$ cat src/sv/bsmt_ram.sv
`timescale 1ns / 1ps

module bsmt_ram #(
    parameter int WIDTH = 8,
    parameter int DEPTH = 16
) (
    input  logic                     aclk,
    input  logic                     we,
    input  logic [$clog2(DEPTH)-1:0] waddr,
    input  logic [WIDTH-1:0]         wdata,
    input  logic [$clog2(DEPTH)-1:0] raddr,
    output logic [WIDTH-1:0]         rdata
);

    logic [WIDTH-1:0] mem [DEPTH];

    // one write port, one registered read port
    always_ff @(posedge aclk) begin
        if (we) begin
            mem[waddr] <= wdata;
        end
        rdata <= mem[raddr];
    end

endmodule

$ cat config.mk
export PLATFORM = sky130hd
export DESIGN_NAME = bsmt_ram
export DESIGN_NICKNAME = d
export VERILOG_FILES = /design/src/sv/bsmt_ram.sv
export SDC_FILE = /design/constraint.sdc
export NUM_CORES = 1
export LEC_CHECK = 0
export BUFFER_PORTS_ARGS = -buffer_cell sky130_fd_sc_hd__buf_2
export CORE_ASPECT_RATIO = 0.7
export CORE_UTILIZATION = 68
export CTS_BUF_LIST = sky130_fd_sc_hd__clkbuf_2 sky130_fd_sc_hd__clkbuf_4 sky130_fd_sc_hd__clkbuf_8
export DETAILED_ROUTE_END_ITERATION = 10
export PLACE_DENSITY = 0.91
export SYNTH_ARGS = -nofsm -noshare
export SYNTH_HDL_FRONTEND = slang
export SYNTH_SLANG_ARGS = --single-unit
$ cat constraint.sdc
create_clock -name aclk -period 4.55 [get_ports aclk]
set_input_delay 1.1375 -clock aclk [delete_from_list [all_inputs] [get_ports aclk]]
set_output_delay 1.1375 -clock aclk [all_outputs]
set_load 0.005 [all_outputs]
### After elaboration in Yosys (flattened, before gate mapping)

Memory sizes are Yosys's and may differ from the RTL's. A register that Yosys moved wholly into a read port is not among the register bits.
Index checks and enable logic that the tools add are counted.
Widths: inputs -> output; s select.

| storage, ports and cells | value |
|---|---|
| register bits after elaboration | 0 |
| word-level logic and storage cells | 3 |
| bits in latches | 0 |
| ROM bits | 0 |
| memories | 1 |
| bits in writable memories | 128 |
| output and inout port bits | 8 |

Memories:

| memory | depth | width | read ports | clocked after Yosys merged registers in | write ports | line | text |
|---|---|---|---|---|---|---|---|
| mem | 16 | 8 | 1 | 1 | 1 | 15 | `logic [WIDTH-1:0] mem [DEPTH];` |

| cells by class | value |
|---|---|
| equal/unequal tests | 0 |
| reduce and logical (&&, ||, !) cells | 0 |
| mux-type cells | 2 |
| bitwise operators | 0 |
| magnitude comparators | 0 |
| add/subtract/negate cells | 0 |
| shift-type cells | 0 |
| divide/modulo/power cells | 0 |
| multiply operators | 0 |

Operator list:

| kind | count |
|---|---|
| $mux 1 | 2 |

### Depth between registers and ports, before layout

| logic depth | value |
|---|---|
| word-level depth | 2 |
| mapped depth | 5 |
| mapped depth without buffers | 3 |

### Worst setup path before layout

OpenSTA, ideal clock, no wires.

| timing path | value |
|---|---|
| path kind | input -> register |
| start | input waddr[2] |
| end | memory mem[0][0], enable pin |
| path slack | 1.920 ns |
| setup time | 0.383 ns |
| data required time | 4.167 ns |
| arrival time | 2.247 ns |
| stages | 2 |
| path buffers | 0 |
| path through | or3b_2 nor3_1 |

RTL lines:

| element | line | text |
|---|---|---|
| from (decl) | 9 | `input logic [$clog2(DEPTH)-1:0] waddr,` |
| to (decl) | 15 |  |

Straight into the memory's write port.

==> metrics.md <==
| Metric | Value |
|---|---|
| Clock-pin slew on the worst setup and hold paths | `70 ps` |
| Routed Antenna Nets | `0` |
| Hold endpoint | `rdata[5]` |
| Horiz. Die Dim | `about 110 um` |
| Dpl hpwl | `5560 um` |
| Ant. Diodes | `0` |
| Max Transition Viols Final | `0` |
| Die footprint | `between 0.007 and 0.008 mm2` |
| Vias | `between 2k and 2.5k` |
| Wire per inst | `between 20 and 25 um` |
| Post-CTS Hold Fix Bufs | `0` |
| Synth-to-layout area growth | `12.1%` |
| Pwr dens | `around 450 mW/mm2` |
| Syn_nets | `approximately 250` |
| Drt drc | `0` |
| Initial Utilization | `70.3%` |
| 1st-pass router iterations | `4` |
| Clock root buffer | `clkbuf_8` |
| Worst Hold Margin | `around 690 ps` |
| Switching part of the total power | `19.3%` |
| Worst setup path start | `raddr[0]` |
| Period utilization | `roughly 58%` |
| Synth warn | `0` |
| Status | `finished, final reports clean` |
| Net Sw Power | `approximately 500 uW` |
| Leakage | `around 1.9 nW` |
| Pin count of the biggest net entering global routing | `33` |
| CTS tree | `done` |
| Core area | `roughly 0.0073 mm2` |
| Final hold vios | `0` |
| Final TNS setup | `0 ps` |
| Total grt overflow | `0` |
| Post-CTS sizing | `0` |
| Internal cell power | `~2.1 mW` |
| Reg2reg setup slack | `about 3200 ps` |
| Total power | `around 2.6 mW` |
| Mapped cell area | `between 0.005 and 0.006 mm2` |
| Clock group share of total power | `about two fifths` |
| RSZ-0062 raised after global routing | `false` |
| Fin nets | `between 200 and 300` |
| Starting DRC count in detailed routing | `240` |
| Worst hold path stage count | `3` |
| Maximum vdd drop | `just under 0.0004 V` |
| Max clock buf depth | `2` |
| Clock insertion delay at the later pin of the skew report | `roughly 430 ps` |
| Worst Min Path Start | `mem[3][5]` |
| GPL Wtd Cong | `~0.77` |
| Rel. slew slack | `approximately a third` |
| CTS HTree Levels | `4` |
| Syn Area/Cell | `between 20 and 25 um2` |
| Crit path max fanout | `32` |
| First-pass GRT wire length | `approximately 14,000 um` |
| Period minus WS final | `2640 ps` |
| Initial antenna violation count | `0` |
| Setup Fix Bufs, Post-CTS | `0` |
| Worst r2r path cells | `3` |
| Max_cap viols | `0` |
| I/O Buffers | `25` |
| Vias in the first global route | `around 2.4k` |
| Actual slew at the worst max-slew pin | `approximately 1000 ps` |
| Share of the yosys chip area belonging to registers | `between 70 and 80%` |
| Unique cell type count in the Yosys netlist | `19` |
| R2r endpoint | `rdata[3]` |
| Max Freq | `0.378 GHz` |
| Cell row count | `26` |
| Clock Sink Count | `136` |
| Die Y-Extent | `~75 um` |
| GRT Total Usage | `between 20% and 30%` |
| Worst Hold Class | `reg2reg` |
| Combinational power share | `4.7%` |
| Seq pwr share | `54.6%` |
| Synthesized instance count | `229` |
| Critical Path Sink Type | `register` |
| CP Data Required Time | `about 5000 ps` |
| Final setup fails | `0` |
| Vias/cell | `6.59` |
| Number of synthesized register bits | `~140` |
| Crit Path Class | `in2reg` |
| Critical path arrival | `roughly 3000 ps` |
| Detailed Route WL | `~9200 um` |
| Num CTS Buffers | `17` |
| Crit path launch type | `input pin` |
| Layout Skew | `7.28 ps` |
| Ports | `26` |
| Worst R2R Start | `mem[1][3]` |
| Layout cell share with drive strength beyond 1 | `between 20% and 30%` |
-- cells by family after synthesis --
group                  Yosys count  share of synthesized area, %
DFF                            136                          77.8
and+or+nand+nor                 35                          3.18
muxes                           32                          15.0
AOI/OAI and AO/OA               16                          2.33
buffers and inverters           10                          1.68
-- synth_stat cells --
cell type,n,area [um2]
edfxtp_1,128,3840
mux4_2,18,405
a22oi_1,16,120
mux4_1,14,368
nor2_1,13,48.8
nand2_1,9,33.8
dfxtp_1,8,160
nor3_1,4,20.0
buf_2,3,15.0
buf_6,3,33.8
clkdlybuf4s25_2,3,30.0
nand2b_1,2,12.5
nand3b_1,2,15.0
and2_1,1,6.26
and2b_1,1,7.51
buf_4,1,7.51
nand3_1,1,5.00
nor2b_1,1,6.26
or3b_2,1,8.76
-- critical path, cell delays in order --
cell,delay [ps]
buf_2,760
mux4_1,670
a22oi_1,290
nand2_1,90
-- metrics by stage --
step                      setup slack [ps]  area [um2]  util, %  cells
after CTS                             1870        5770     78.8    378
after detailed placement              1420        5340     72.9    346
after global placement                1500        5340     72.9    346
after global routing                  1800        5770     78.8    378
after floorplan                       1920        5150        -    229
final                                 1910        5770     78.8    378
-- state kept, by name, indices dropped and copies added (netlist names) --
register / cells
mem: 128
rdata: 8
-- layout by cell type, fill, tap and decap left out, drive strengths merged --
cell type  count
a22oi         16
and2           1
and2b          1
buf           29
bufinv         4
clkbuf        22
clkinv         5
clkinvlp       1
dfxtp          8
edfxtp       128
mux4          32
nand2          9
nand2b         2
nand3          1
nand3b         2
nor2          13
nor2b          1
nor3           4
or3b           1
-- layout make-up --
type | count | area, um2
Clock buffer | 22 | 278
Clock inverter | 10 | 151
Fill cell | 369 | 1550
Multi-Input combinational cell | 83 | 1060
Sequential cell | 136 | 4000
Tap cell | 98 | 123
Timing Repair Buffer | 29 | 155
-- power by group through the flow --
stage	clock network, mW	registers (mW)	logic, mW
after detailed placement	0	1.44	0.120
after floorplan	0	1.43	0.0711
after CTS	1.06	1.41	0.120
after global routing	1.12	1.41	0.129
final	1.05	1.41	0.120
after global placement	0	1.43	0.114
-- per-layer routing --
layer / vias to the layer above / track usage (%) / routed length (um)
met2: 144 / 39.8 / 4390
met5: - / 0 / 0
met4: 0 / 10.5 / 82
li1: 1047 / - / -
met3: 8 / 9.26 / 908
met1: 1291 / 36.2 / 3840
-- how the worst max path moves through the flow --
stage           endpoint  slack [ps]  cells after the start
6_report        rdata[3]        1910                      4
5_1_grt         rdata[3]        1800                      4
3_3_place_gp    rdata[2]        1500                      4
4_1_cts         rdata[3]        1870                      4
2_1_floorplan  mem[0][0]        1920                      2
3_5_place_dp    rdata[3]        1420                      4
Power figures use the tool's default switching activity.
