--- src/sv/bsmt_pkg.sv ---
`timescale 1ns / 1ps

package bsmt_pkg;

    // default sizes of the table
    localparam int DEF_NUM_STORES = 16;
    localparam int DEF_NUM_PROCS  = 64;
    localparam int DEF_PAGE_SHIFT = 12;
    localparam int DEF_MAX_PAGES  = 256;

    // field widths of one input item
    localparam int OP_W     = 3;
    localparam int PID_W    = 6;
    localparam int VADDR_W  = 32;
    localparam int VPAGE_W  = 20;
    localparam int SIDX_W   = 4;
    localparam int COUNT_W  = 9;

    // field widths of one result item
    localparam int STORE_W  = 4;
    localparam int OFFSET_W = 8;

    // bit positions inside s_tdata, lowest field first
    localparam int OP_LSB    = 0;
    localparam int PID_LSB   = OP_LSB + OP_W;
    localparam int VADDR_LSB = PID_LSB + PID_W;
    localparam int VPAGE_LSB = VADDR_LSB + VADDR_W;
    localparam int SIDX_LSB  = VPAGE_LSB + VPAGE_W;
    localparam int COUNT_LSB = SIDX_LSB + SIDX_W;
    localparam int S_TDATA_W = 80;

    // bit positions inside m_tdata
    localparam int OK_LSB     = 0;
    localparam int STORE_LSB  = 1;
    localparam int OFFSET_LSB = STORE_LSB + STORE_W;
    localparam int M_TDATA_W  = 16;

    // share count limit
    localparam int SHARE_W = 7;
    localparam logic [SHARE_W-1:0] SHARE_MAX = 7'd127;

    // operation codes
    typedef enum logic [OP_W-1:0] {
        OP_LOOKUP = 3'd0,
        OP_MAP    = 3'd1,
        OP_UNMAP  = 3'd2,
        OP_FREE   = 3'd3,
        OP_ALLOC  = 3'd4
    } op_t;

    // one mapping of a process onto a store
    typedef struct packed {
        logic               valid;
        logic [VPAGE_W-1:0] start;
        logic [COUNT_W-1:0] count;
    } entry_t;

    // sequencer states
    typedef enum logic [3:0] {
        ST_CLEAR,
        ST_IDLE,
        ST_DECODE,
        ST_SCAN_RD,
        ST_SCAN,
        ST_SHARE_RD,
        ST_UPDATE,
        ST_ALLOC,
        ST_DONE
    } state_t;

endpackage

--- src/sv/bsmt_range_cmp.sv ---
`timescale 1ns / 1ps

module bsmt_range_cmp
    import bsmt_pkg::*;
#(
    parameter int PG_W = 20
) (
    input  entry_t              entry_i,
    input  logic [PG_W-1:0]     page_i,
    output logic                hit_o,
    output logic [OFFSET_W-1:0] offset_o
);

    logic [PG_W-1:0] start_ext;
    logic [PG_W-1:0] diff;

    // page lies in [start, start + count) of a valid entry
    assign start_ext = PG_W'(entry_i.start);
    assign diff      = page_i - start_ext;
    assign hit_o     = entry_i.valid && (page_i >= start_ext)
                       && (diff < PG_W'(entry_i.count));
    assign offset_o  = diff[OFFSET_W-1:0];

endmodule

--- config.mk ---
export PLATFORM = sky130hd
export DESIGN_NAME = bsmt_range_cmp
export DESIGN_NICKNAME = d
export VERILOG_FILES = /design/src/sv/bsmt_pkg.sv /design/src/sv/bsmt_range_cmp.sv
export SDC_FILE = /design/constraint.sdc
export NUM_CORES = 1
export LEC_CHECK = 0
export BUFFER_PORTS_ARGS = -buffer_cell sky130_fd_sc_hd__buf_2
export CORE_MARGIN = 2
export CORE_UTILIZATION = 25
export DETAILED_ROUTE_END_ITERATION = 10
export GPL_TIMING_DRIVEN = 0
export PLACE_DENSITY_LB_ADDON = 0.15
export SLEW_MARGIN = 40
export SYNTH_ARGS = -nofsm -noshare
export SYNTH_HDL_FRONTEND = slang
export SYNTH_SLANG_ARGS = --single-unit
--- constraint.sdc ---
create_clock -name vclk -period 4.5
set_clock_uncertainty 0.15 [all_clocks]
set_input_delay 0.225 -clock vclk [all_inputs]
set_output_delay 0.225 -clock vclk [all_outputs]
set_load 0.03 [all_outputs]
Word level (Yosys, flattened, before mapping)
Cells that the tools add are included.

Register bits: 0. Bits in latches: 0. Bits in writable memories: 0. Bits in read-only memories: 0. Memories: 0.

Add/sub/neg operators: 1. Multipliers: 0. Divide/modulo/power cells: 0. Order comparisons: 2. Equality and inequality tests: 0. Shift-type cells: 0. Multiplexer cells: 0. Bitwise gates (word level): 0. Reduce and logical (&&, ||, !) cells: 2.

Operators by type and width (number): 20-bit greater-or-equal comparator (1); 20-bit by 9-bit < comparator with 1-bit output (1); 20-bit subtractor (1); 1-bit logical AND (2).

Longest topological paths before layout
Gate-level depths: netlist of run 1.

Depth after elaboration: 3. Mapped depth: 16. Mapped depth without buffers: 16.

Worst setup path after synthesis of run 1
Ideal clock, no wire load.

Kind: input -> output. From: input port page_i[0]. To: output port hit_o. Arrival: 3964 ps. Data required time: 4125 ps. Setup slack: 161 ps. Stages: 16. Path buffers: 0. Path through: inv_1 ha_1 fa_1 nand2b_1 a21oi_1 a211oi_1 xnor2_1 ha_1 nand3_1 o32ai_1 a211oi_1 nand4_1 or4_4 nor4b_2 o2111ai_1 a311oi_2.

Word-level cells in the longest chain between the ends: 3. Elaborated cells between the ends (all ways): 5. Those cells by class: 1 x add/sub; 2 x order compare; 2 x reduce/logical.

RTL lines: from (decl) (line bsmt_range_cmp.sv:9) `input logic [PG_W-1:0] page_i,`; 20-bit subtractor (line bsmt_range_cmp.sv:19) `assign diff = page_i - start_ext;`; named net offset_o[6] (line bsmt_range_cmp.sv:11) `output logic [OFFSET_W-1:0] offset_o`; 20-bit by 9-bit < comparator with 1-bit output (line bsmt_range_cmp.sv:21) `&& (diff < PG_W'(entry_i.count));`; 1-bit logical AND (line bsmt_range_cmp.sv:21); to (decl) (line bsmt_range_cmp.sv:10) `output logic hit_o,`.

The timed path passes the listed nets, and every way through them passes these cells.

Final worst setup path of run 1
From: input port entry_i[9] (netlist bit). To: output port hit_o.

Word-level cells in the longest chain between the ends: 3. Elaborated cells between the ends (all ways): 5. Those cells by class: 1 x add/sub; 2 x order compare; 2 x reduce/logical.

RTL lines: from (decl) (line bsmt_range_cmp.sv:8) `input entry_t entry_i,`; 20-bit subtractor / 20-bit greater-or-equal comparator (equally long branches) (line bsmt_range_cmp.sv:19, bsmt_range_cmp.sv:20); 20-bit by 9-bit < comparator with 1-bit output / 1-bit logical AND (equally long branches) (line bsmt_range_cmp.sv:21, bsmt_range_cmp.sv:20); 1-bit logical AND * (line bsmt_range_cmp.sv:21).

Every way passes the cells marked *; elsewhere a longest branch is shown, timed or not.

==> results.py, run 1 <==
metrics = {
    "outcome": {
        "outcome": "finished clean",
    },
    "critical_path": {
        "path_cells": "buf_2, ha_1, fa_1, nand2b_1, a21oi_4, o31ai_2, xnor2_1, ha_1, nand3_1, o32ai_1, a211oi_1, nand4_1, or4_4, nor4b_2, o2111ai_1, a311oi_2, buf_2",
        "cp-start-kind": "input port",
        "worst_ep_required_time_ns": 4.12,
        "critPathMaxFanout": 4,
        "path_buf_inv": 2,
        "critPathKind": "input port to primary output",
        "startpoint": "entry_i[9]",
        "critPathArrivalTime_ns": 3.78,
        "slowest_delay_ns": 0.49,
        "crit_slowest_cell": "or4_4",
        "cp-end-kind": "primary output",
        "crit_family": "simple AND/OR/NAND/NOR gates",
    },
    "pwr": {
        "seqPwrFrac_pct": 0,
        "leakagePower_nw": 0.953,
        "combPwrFrac_pct": 100.0,
        "p_per_area_nw_per_um2": 151,
        "p_total_uw": 274,
        "swShare_pct": 58.4,
        "clkPwrFrac_pct": 0,
        "vdd_drop_max_mv": 0.0657,
        "p_int_uw": 114,
        "p_sw_uw": 160,
    },
    "timing": {
        "setup_viol": 0,
        "period_minus_slack_ns": 4.16,
        "worst_slew_pin_slew_ns": 0.674,
        "max_freq_mhz": 241,
        "fin_crit_sh_pct": 92.3,
        "hold_viol": 0,
        "rsz0062_at_grt": "no",
        "maxSlewHeadroom_pct": 54.5,
        "setup_tns_ns": 0,
        "drv_slew": 0,
    },
    "yosys": {
        "yosysSeqAreaShare_pct": 0,
        "yosys.area.top_type": "ha_1",
        "synth_top_area_share_pct": 24.9,
        "netlist-cell-type-count": 44,
        "syn-num-nets": 282,
        "postSynthAreaPerCell_sq_um": 6.92,
        "netlist_area_sq_um": 1410,
        "synthTopCellsByArea": "ha_1 (25%), inv_1 (9.3%), a21oi_1 (4.6%)",
        "yosysWarningCount": 0,
        "synthCells": 203,
    },
    "finish": {
        "utilization_pct": 33.2,
        "seq_cell_count": 0,
        "final_cell_area_sq_um": 1810,
        "seqCellArea_sq_um": 0,
        "area_growth_pct": 29.1,
        "nets": 343,
        "drive_above_1_share_pct": 28.2,
        "nClkBuffers": 0,
        "insertedDiodeCount": 0,
        "fillCellCount": 650,
        "multiInputGateArea_sq_um": 1260,
    },
    "floorplan": {
        "core_area_sq_um": 5470,
        "std_cell_rows": 27,
        "fp.dieW_microns": 79.0,
        "initial_utilization_pct": 25.7,
        "die_y_microns": 79.0,
        "io_pins": 59,
        "die-area_sq_um": 6240,
    },
    "run": {
        "cap_violations": 0,
    },
    "placed_design": {
        "port_buffers": 59,
        "hpwl_mm": 3.29,
        "dpl_cell_area_sq_um": 1790,
        "gp_congestion": 0.860,
    },
    "cts": {
        "ctsHoldBuffers": 0,
    },
    "drt": {
        "drtIter0Drc": 59,
        "wl_mm": 3.72,
        "detail-route-antenna-nets": 0,
        "routed_via_density": 4.72,
        "wl_per_cell_microns": 11.1,
        "dr.pass1.iters": 4,
        "num_vias": 1575,
        "drc": 0,
    },
    "global_routing": {
        "grt_pass1_wl_mm": 6.42,
        "grt_antenna_before_repair": 0,
        "grt_pass1_vias": 1457,
        "grt_overflow_total": 0,
        "grt_max_degree": 10,
        "grt_usage_pct": 11.9,
    },
    "min_path": {
        "hp-start": "entry_i[9]",
        "min-delay-path-class": "input port to primary output",
    },
}
power groups by stage:
stage	logic [mW]	clock network, mW	registers, mW
final	0.274	0	0
after global routing	0.308	0	0
after CTS	0.274	0	0
after detailed placement	0.272	0	0
after global placement	0.272	0	0
after floorplan	0.199	0	0
worst min-delay path, delay by kind of cell:
kind                       cells  cell delay, ns
buffers and inverters          3            0.28
adders and majority gates      1            0.14
final timing paths:
kind / end / cells after the start
setup / recovery: hit_o / 17
hold / removal: offset_o[0] / 4
routing by layer:
metal	part of all wire (%)	global-route usage (%)
met4	0.48	0.517
met5	0	0
met1	50	18.0
met2	46	19.7
met3	3.9	0.227
cell type report:
cell class	instances	share of cell area (%)
Timing Repair Buffer	59	16.3
Buffer	5	2.07
Inverter	35	7.24
Multi-Input combinational cell	163	69.4
Tap cell	72	4.97
logic make-up after synthesis:
group                      Yosys count  share of synthesized area, %
and+or+nand+nor                     66                          24.8
muxes                                2                          1.42
AOI/OAI and AO/OA                   57                          29.7
xor gates and xnor gates             9                          5.61
adders and majority gates           29                          26.4
buffers and inverters               40                          12.0
through the flow:
stage	setup WS, ns	instances	hold slack [ns]
detailed placement	0.110	334	0.715
global route	0.0277	334	0.768
CTS	0.100	334	0.720
floorplan	0.161	203	0.543
finish	0.344	334	0.715
global placement	0.132	334	0.716
timing repair:
action                     in CTS  in global routing
setup endpoints to repair       0                  1
buffers inserted                0                  0
resized for setup               0                  4
placed cells by master (no fill, tap or decap), types with 2 or more instances in the layout:
cell / n
a21oi_4: 3
a211oi_1: 7
xor2_1: 2
o22ai_1: 2
nand2_1: 14
buf_6: 2
nor2_1: 16
nor2b_1: 2
nand3_1: 6
nor4_1: 2
a21o_1: 3
o21ai_0: 9
inv_1: 35
a31oi_1: 2
a21oi_1: 12
o21a_1: 2
o211ai_1: 2
mux2i_1: 2
nor3b_1: 4
nand2b_1: 6
nand4_1: 2
xnor2_1: 7
buf_2: 61
o41ai_1: 2
o2111ai_1: 2
ha_1: 28
nor3_1: 7
nand3b_1: 3
cell usage after synthesis (3+ instances only):
cell      number
inv_1         35
ha_1          28
nor2_1        16
nand2_1       14
a21oi_1       13
o21ai_0        9
a211oi_1       7
nor3_1         7
xnor2_1        7
nand2b_1       6
nand3_1        6
nor3b_1        4
a21o_1         3
nand3b_1       3
o41ai_1        3
No activity file was read; power rests on OpenSTA's default activity.
==> inputs of run 2 (changes only) <==
- BUFFER_PORTS_ARGS: -buffer_cell sky130_fd_sc_hd__buf_2 -> unset
- CORE_UTILIZATION: 25 -> 60
- DONT_BUFFER_PORTS: unset -> 1
==> run 2 against run 1 <==
  * First-iteration DRC count decreased by 78%
  * Clock-buffer cell count unchanged
  * Critical path depth decreased by 1
  * Non-clock buffer count decreased by 58
  * Core utilization increased by 35 points
  * Flip-flop and latch count unchanged
  * Power decreased by 9.4%
  * Critical endpoint unchanged
  * Cell count decreased by 31%
  * Worst setup slack got worse by 0.13 ns
==> results.py, run 2 (synthesized netlist as in run 1, its figures left out) <==
metrics = {
    "outcome": {
        "outcome": "finished clean",
    },
    "placed_design": {
        "dpl_cell_area_sq_um": 1440,
        "hpwl_mm": 2.69,
        "gp_congestion": 0.863,
        "post-place-ws_ns": -0.243,
        "place_inst": 231,
        "port_buffers": 0,
    },
    "pwr": {
        "vdd_drop_max_mv": 0.0962,
        "leakagePower_nw": 0.752,
        "p_per_area_nw_per_um2": 165,
        "p_total_uw": 248,
    },
    "timing": {
        "max_freq_mhz": 233,
        "setup_viol": 0,
        "setup_tns_ns": 0,
        "drv_slew": 0,
        "period_minus_slack_ns": 4.28,
        "hold_viol": 0,
        "fin_ws_ns": 0.216,
        "maxSlewHeadroom_pct": 47.1,
        "hold-worst-slack_ns": 0.559,
        "fin_crit_sh_pct": 95.2,
        "worst_slew_pin_slew_ns": 0.788,
    },
    "critical_path": {
        "critPathKind": "input port to primary output",
        "worst_ep_required_time_ns": 4.12,
        "crit_slowest_cell": "or4_4",
        "path_cells": "inv_1, ha_1, fa_2, nand2b_1, a21oi_2, a211oi_1, xnor2_2, ha_1, nand3_1, o32ai_1, a211oi_1, nand4_1, or4_4, nor4b_4, o2111ai_2, a311oi_4",
        "critPathArrivalTime_ns": 3.91,
        "cp-start-kind": "input port",
        "path_buf_inv": 1,
        "crit_family": "compound AO/OA/AOI/OAI gates",
        "slowest_delay_ns": 0.50,
        "critPathMaxFanout": 2,
        "cp-end-kind": "primary output",
    },
    "finish": {
        "nets": 285,
        "seq_cell_count": 0,
        "seqCellArea_sq_um": 0,
        "nClkBuffers": 0,
        "mostFrequentLayoutCells": "inv_1 (35), ha_1 (28), nor2_1 (16), nand2_1 (14), a21oi_1 (12)",
        "drive_above_1_share_pct": 9.80,
        "utilization_pct": 68.3,
        "area_growth_pct": 7.48,
        "fin_cells": 232,
        "insertedDiodeCount": 0,
        "layout_commonest_cell": "inv_1",
        "fillCellCount": 212,
        "final_cell_area_sq_um": 1510,
    },
    "drt": {
        "drc": 0,
        "wl_mm": 3.11,
        "routed_via_density": 6.06,
        "num_vias": 1406,
        "dr.pass1.iters": 4,
        "drtIter0Drc": 13,
        "detail-route-antenna-nets": 0,
        "wl_per_cell_microns": 13.4,
    },
    "floorplan": {
        "core_area_sq_um": 2210,
        "io_pins": 59,
        "die_y_microns": 52.4,
        "initial_utilization_pct": 63.5,
        "std_cell_rows": 17,
        "fp.dieW_microns": 52.4,
        "die-area_sq_um": 2740,
    },
    "global_routing": {
        "grt_max_degree": 10,
        "grt_pass1_vias": 1277,
        "grt_overflow_total": 0,
        "grt_pass1_wl_mm": 5.28,
        "grt_antenna_before_repair": 0,
        "grt_usage_pct": 23.9,
    },
    "min_path": {
        "min-delay-path-class": "input port to primary output",
    },
    "cts": {
        "ctsHoldBuffers": 0,
    },
    "run": {
        "cap_violations": 0,
    },
}
## run 2: area by class of cell
class	count	area [sq um]	share of cell area, %
Inverter	35	131	8.70
Multi-Input combinational cell	163	1300	86.0
Buffer	5	37.5	2.49
Tap cell	28	35.0	2.32
Timing Repair Buffer	1	7.51	0.497
## run 2: where the power goes
part / internal, mW / switching (mW) / total [mW]
Clock: 0 / 0 / 0
Combinational: 0.0949 / 0.154 / 0.248
Sequential: 0 / 0 / 0
Total: 0.0949 / 0.154 / 0.248
## run 2: worst paths after layout
check	start	to	slack [ns]	cells past startpoint
worst min-delay path	entry_i[9]	offset_o[0]	0.56	2
worst max-delay path	page_i[0]	hit_o	0.22	16
## run 2: routing by layer
metal | vias to the layer above | track usage, % | wire, microns
li1 | 734 | - | -
met1 | 633 | 30.5 | 1390
met2 | 39 | 46.7 | 1610
met3 | 0 | 0.571 | 112
met4 | 0 | 0 | 0
met5 | - | 0 | 0
## run 2: timing repair
item / in CTS / in global routing
buffers inserted: 0 / 1
pin swaps: 0 / 5
setup endpoints to repair: 1 / 1
endpoints found under the hold margin: 0 / 0
resized for setup: 2 / 7
==> inputs of run 3 (changes only) <==
- REMOVE_ABC_BUFFERS: unset -> 1
==> run 3 against run 2 <==
  * Core utilization up 2.0 points
  * Combinational power up 7%
  * Flip-flop and latch count unchanged
  * Sequential share of layout area unchanged
  * Critical path depth unchanged
  * Power up 6.6%
  * Final area up 2.9%
  * Worst hold slack better by 0.034 ns
  * Via count up 1.1%
  * Clock-buffer cell count unchanged
  * Cell count down 1.3%
  * Critical path type unchanged
  * Highest routed layer is now met4
==> results.py, run 3 (synthesized netlist as in run 1, its figures left out) <==
metrics = {
    "finish": {
        "seq_cell_count": 0,
        "utilization_pct": 70.2,
        "area_growth_pct": 10.6,
        "drive_above_1_share_pct": 12.4,
        "seqCellArea_sq_um": 0,
        "multiInputGateArea_sq_um": 1370,
        "insertedDiodeCount": 0,
        "fillCellCount": 202,
        "mostFrequentLayoutCells": "inv_1 (35), ha_1 (26), nor2_1 (15), nand2_1 (14), a21oi_1 (12)",
        "final_cell_area_sq_um": 1550,
        "nets": 282,
        "layout_commonest_cell": "inv_1",
        "nClkBuffers": 0,
    },
    "global_routing": {
        "grt_max_degree": 10,
        "grt_overflow_total": 0,
        "grt_antenna_before_repair": 0,
        "grt_usage_pct": 24.6,
        "grt_pass1_wl_mm": 5.33,
        "grt_pass1_vias": 1258,
    },
    "pwr": {
        "p_sw_uw": 164,
        "p_per_area_nw_per_um2": 171,
        "seqPwrFrac_pct": 0,
        "swShare_pct": 61.8,
        "clkPwrFrac_pct": 0,
        "leakagePower_nw": 0.748,
        "vdd_drop_max_mv": 0.137,
        "combPwrFrac_pct": 100.0,
        "p_int_uw": 101,
    },
    "drt": {
        "dr.max_layer_used": "met4",
        "drt-met1-wl_mm": 1.48,
        "wl_mm": 3.45,
        "wl_per_cell_microns": 15.1,
        "num_vias": 1422,
        "dr.pass1.iters": 4,
        "drc": 0,
        "wl_met3_microns": 137,
        "drtIter0Drc": 12,
        "detail-route-antenna-nets": 0,
        "routed_via_density": 6.21,
        "wl_met2_mm": 1.80,
    },
    "min_path": {
        "hold_end": "offset_o[0]",
        "min-delay-path-class": "input port to primary output",
        "hp-start": "entry_i[9]",
        "whs_path_depth": 2,
    },
    "floorplan": {
        "std_cell_rows": 17,
        "io_pins": 59,
        "die-area_sq_um": 2740,
        "die_y_microns": 52.4,
        "fp.dieW_microns": 52.4,
        "initial_utilization_pct": 63.5,
        "core_area_sq_um": 2210,
    },
    "timing": {
        "maxSlewHeadroom_pct": 45.3,
        "max_freq_mhz": 232,
        "drv_slew": 0,
        "setup_viol": 0,
        "period_minus_slack_ns": 4.31,
        "fin_crit_sh_pct": 95.8,
        "worst_slew_pin_slew_ns": 0.814,
        "hold_viol": 0,
    },
    "critical_path": {
        "cp-start-kind": "input port",
        "critPathArrivalTime_ns": 3.94,
        "slowest_delay_ns": 0.49,
        "crit_family": "compound AO/OA/AOI/OAI gates",
        "path_buf_inv": 1,
        "worst_ep_required_time_ns": 4.12,
        "cp-end-kind": "primary output",
        "crit_slowest_cell": "a311oi_4",
        "critPathMaxFanout": 3,
        "critPathKind": "input port to primary output",
        "path_cells": "inv_1, ha_2, fa_2, nand2b_4, a21oi_4, a211oi_2, xnor2_2, ha_1, nand3_2, o32ai_1, a211oi_1, nand4_1, or4_4, nor4b_4, o2111ai_2, a311oi_4",
    },
    "placed_design": {
        "gp_congestion": 0.908,
        "port_buffers": 0,
        "hpwl_mm": 2.77,
        "dpl_cell_area_sq_um": 1400,
    },
    "outcome": {
        "outcome": "finished clean",
    },
    "run": {
        "cap_violations": 0,
    },
    "cts": {
        "ctsHoldBuffers": 0,
    },
}
-- run 3: cell count changes in the layout (fill, tap and decap cells not counted), sizes merged --
cell / previous run / this run
buf: 5 / 3
clkbuf: 1 / 0
-- run 3: stage by stage --
step / TNS, ns / hold WS, ns / instances / power [mW] / setup WS [ns]
finish: 0 / 0.594 / 229 / 0.265 / 0.189
global route: -0.0156 / 0.610 / 229 / 0.291 / -0.0156
CTS: 0 / 0.586 / 226 / 0.236 / 0.0277
detailed placement: -0.280 / 0.586 / 226 / 0.230 / -0.280
global placement: -0.236 / 0.564 / 226 / 0.224 / -0.236
floorplan: 0 / 0.543 / 198 / 0.194 / 0.159
-- run 3: power by group through the flow --
| stage | sequential [mW] | combinational [mW] | clock, mW |
|---|---|---|---|
| 3_3_place_gp | 0 | 0.224 | 0 |
| 2_1_floorplan | 0 | 0.194 | 0 |
| 3_5_place_dp | 0 | 0.230 | 0 |
| 4_1_cts | 0 | 0.236 | 0 |
| 5_1_grt | 0 | 0.291 | 0 |
| 6_report | 0 | 0.265 | 0 |
-- run 3: area by class of cell --
class / count / area share (%)
timing repair buffer: 3 / 1.45
inverter: 35 / 8.45
multi-input combinational: 163 / 87.8
tap: 28 / 2.25
-- run 3: routing by layer --
metal	track usage [%]	vias up
met3	0.571	4
met1	30.7	643
met5	0	-
met4	1.28	0
met2	48.3	43
li1	-	732
-- run 3: worst max path at each step --
stage	from	depth (start not counted)	end
detailed placement	page_i[0]	16	hit_o
global placement	page_i[0]	16	hit_o
CTS	page_i[0]	16	hit_o
floorplan	page_i[0]	16	hit_o
finish	page_i[0]	16	hit_o
global route	page_i[0]	16	hit_o
-- run 3: repair_timing --
item,4_1_cts,5_1_grt
pin swaps,0,13
resized for setup,3,17
endpoints found under the setup margin,1,1
buffers inserted,0,3
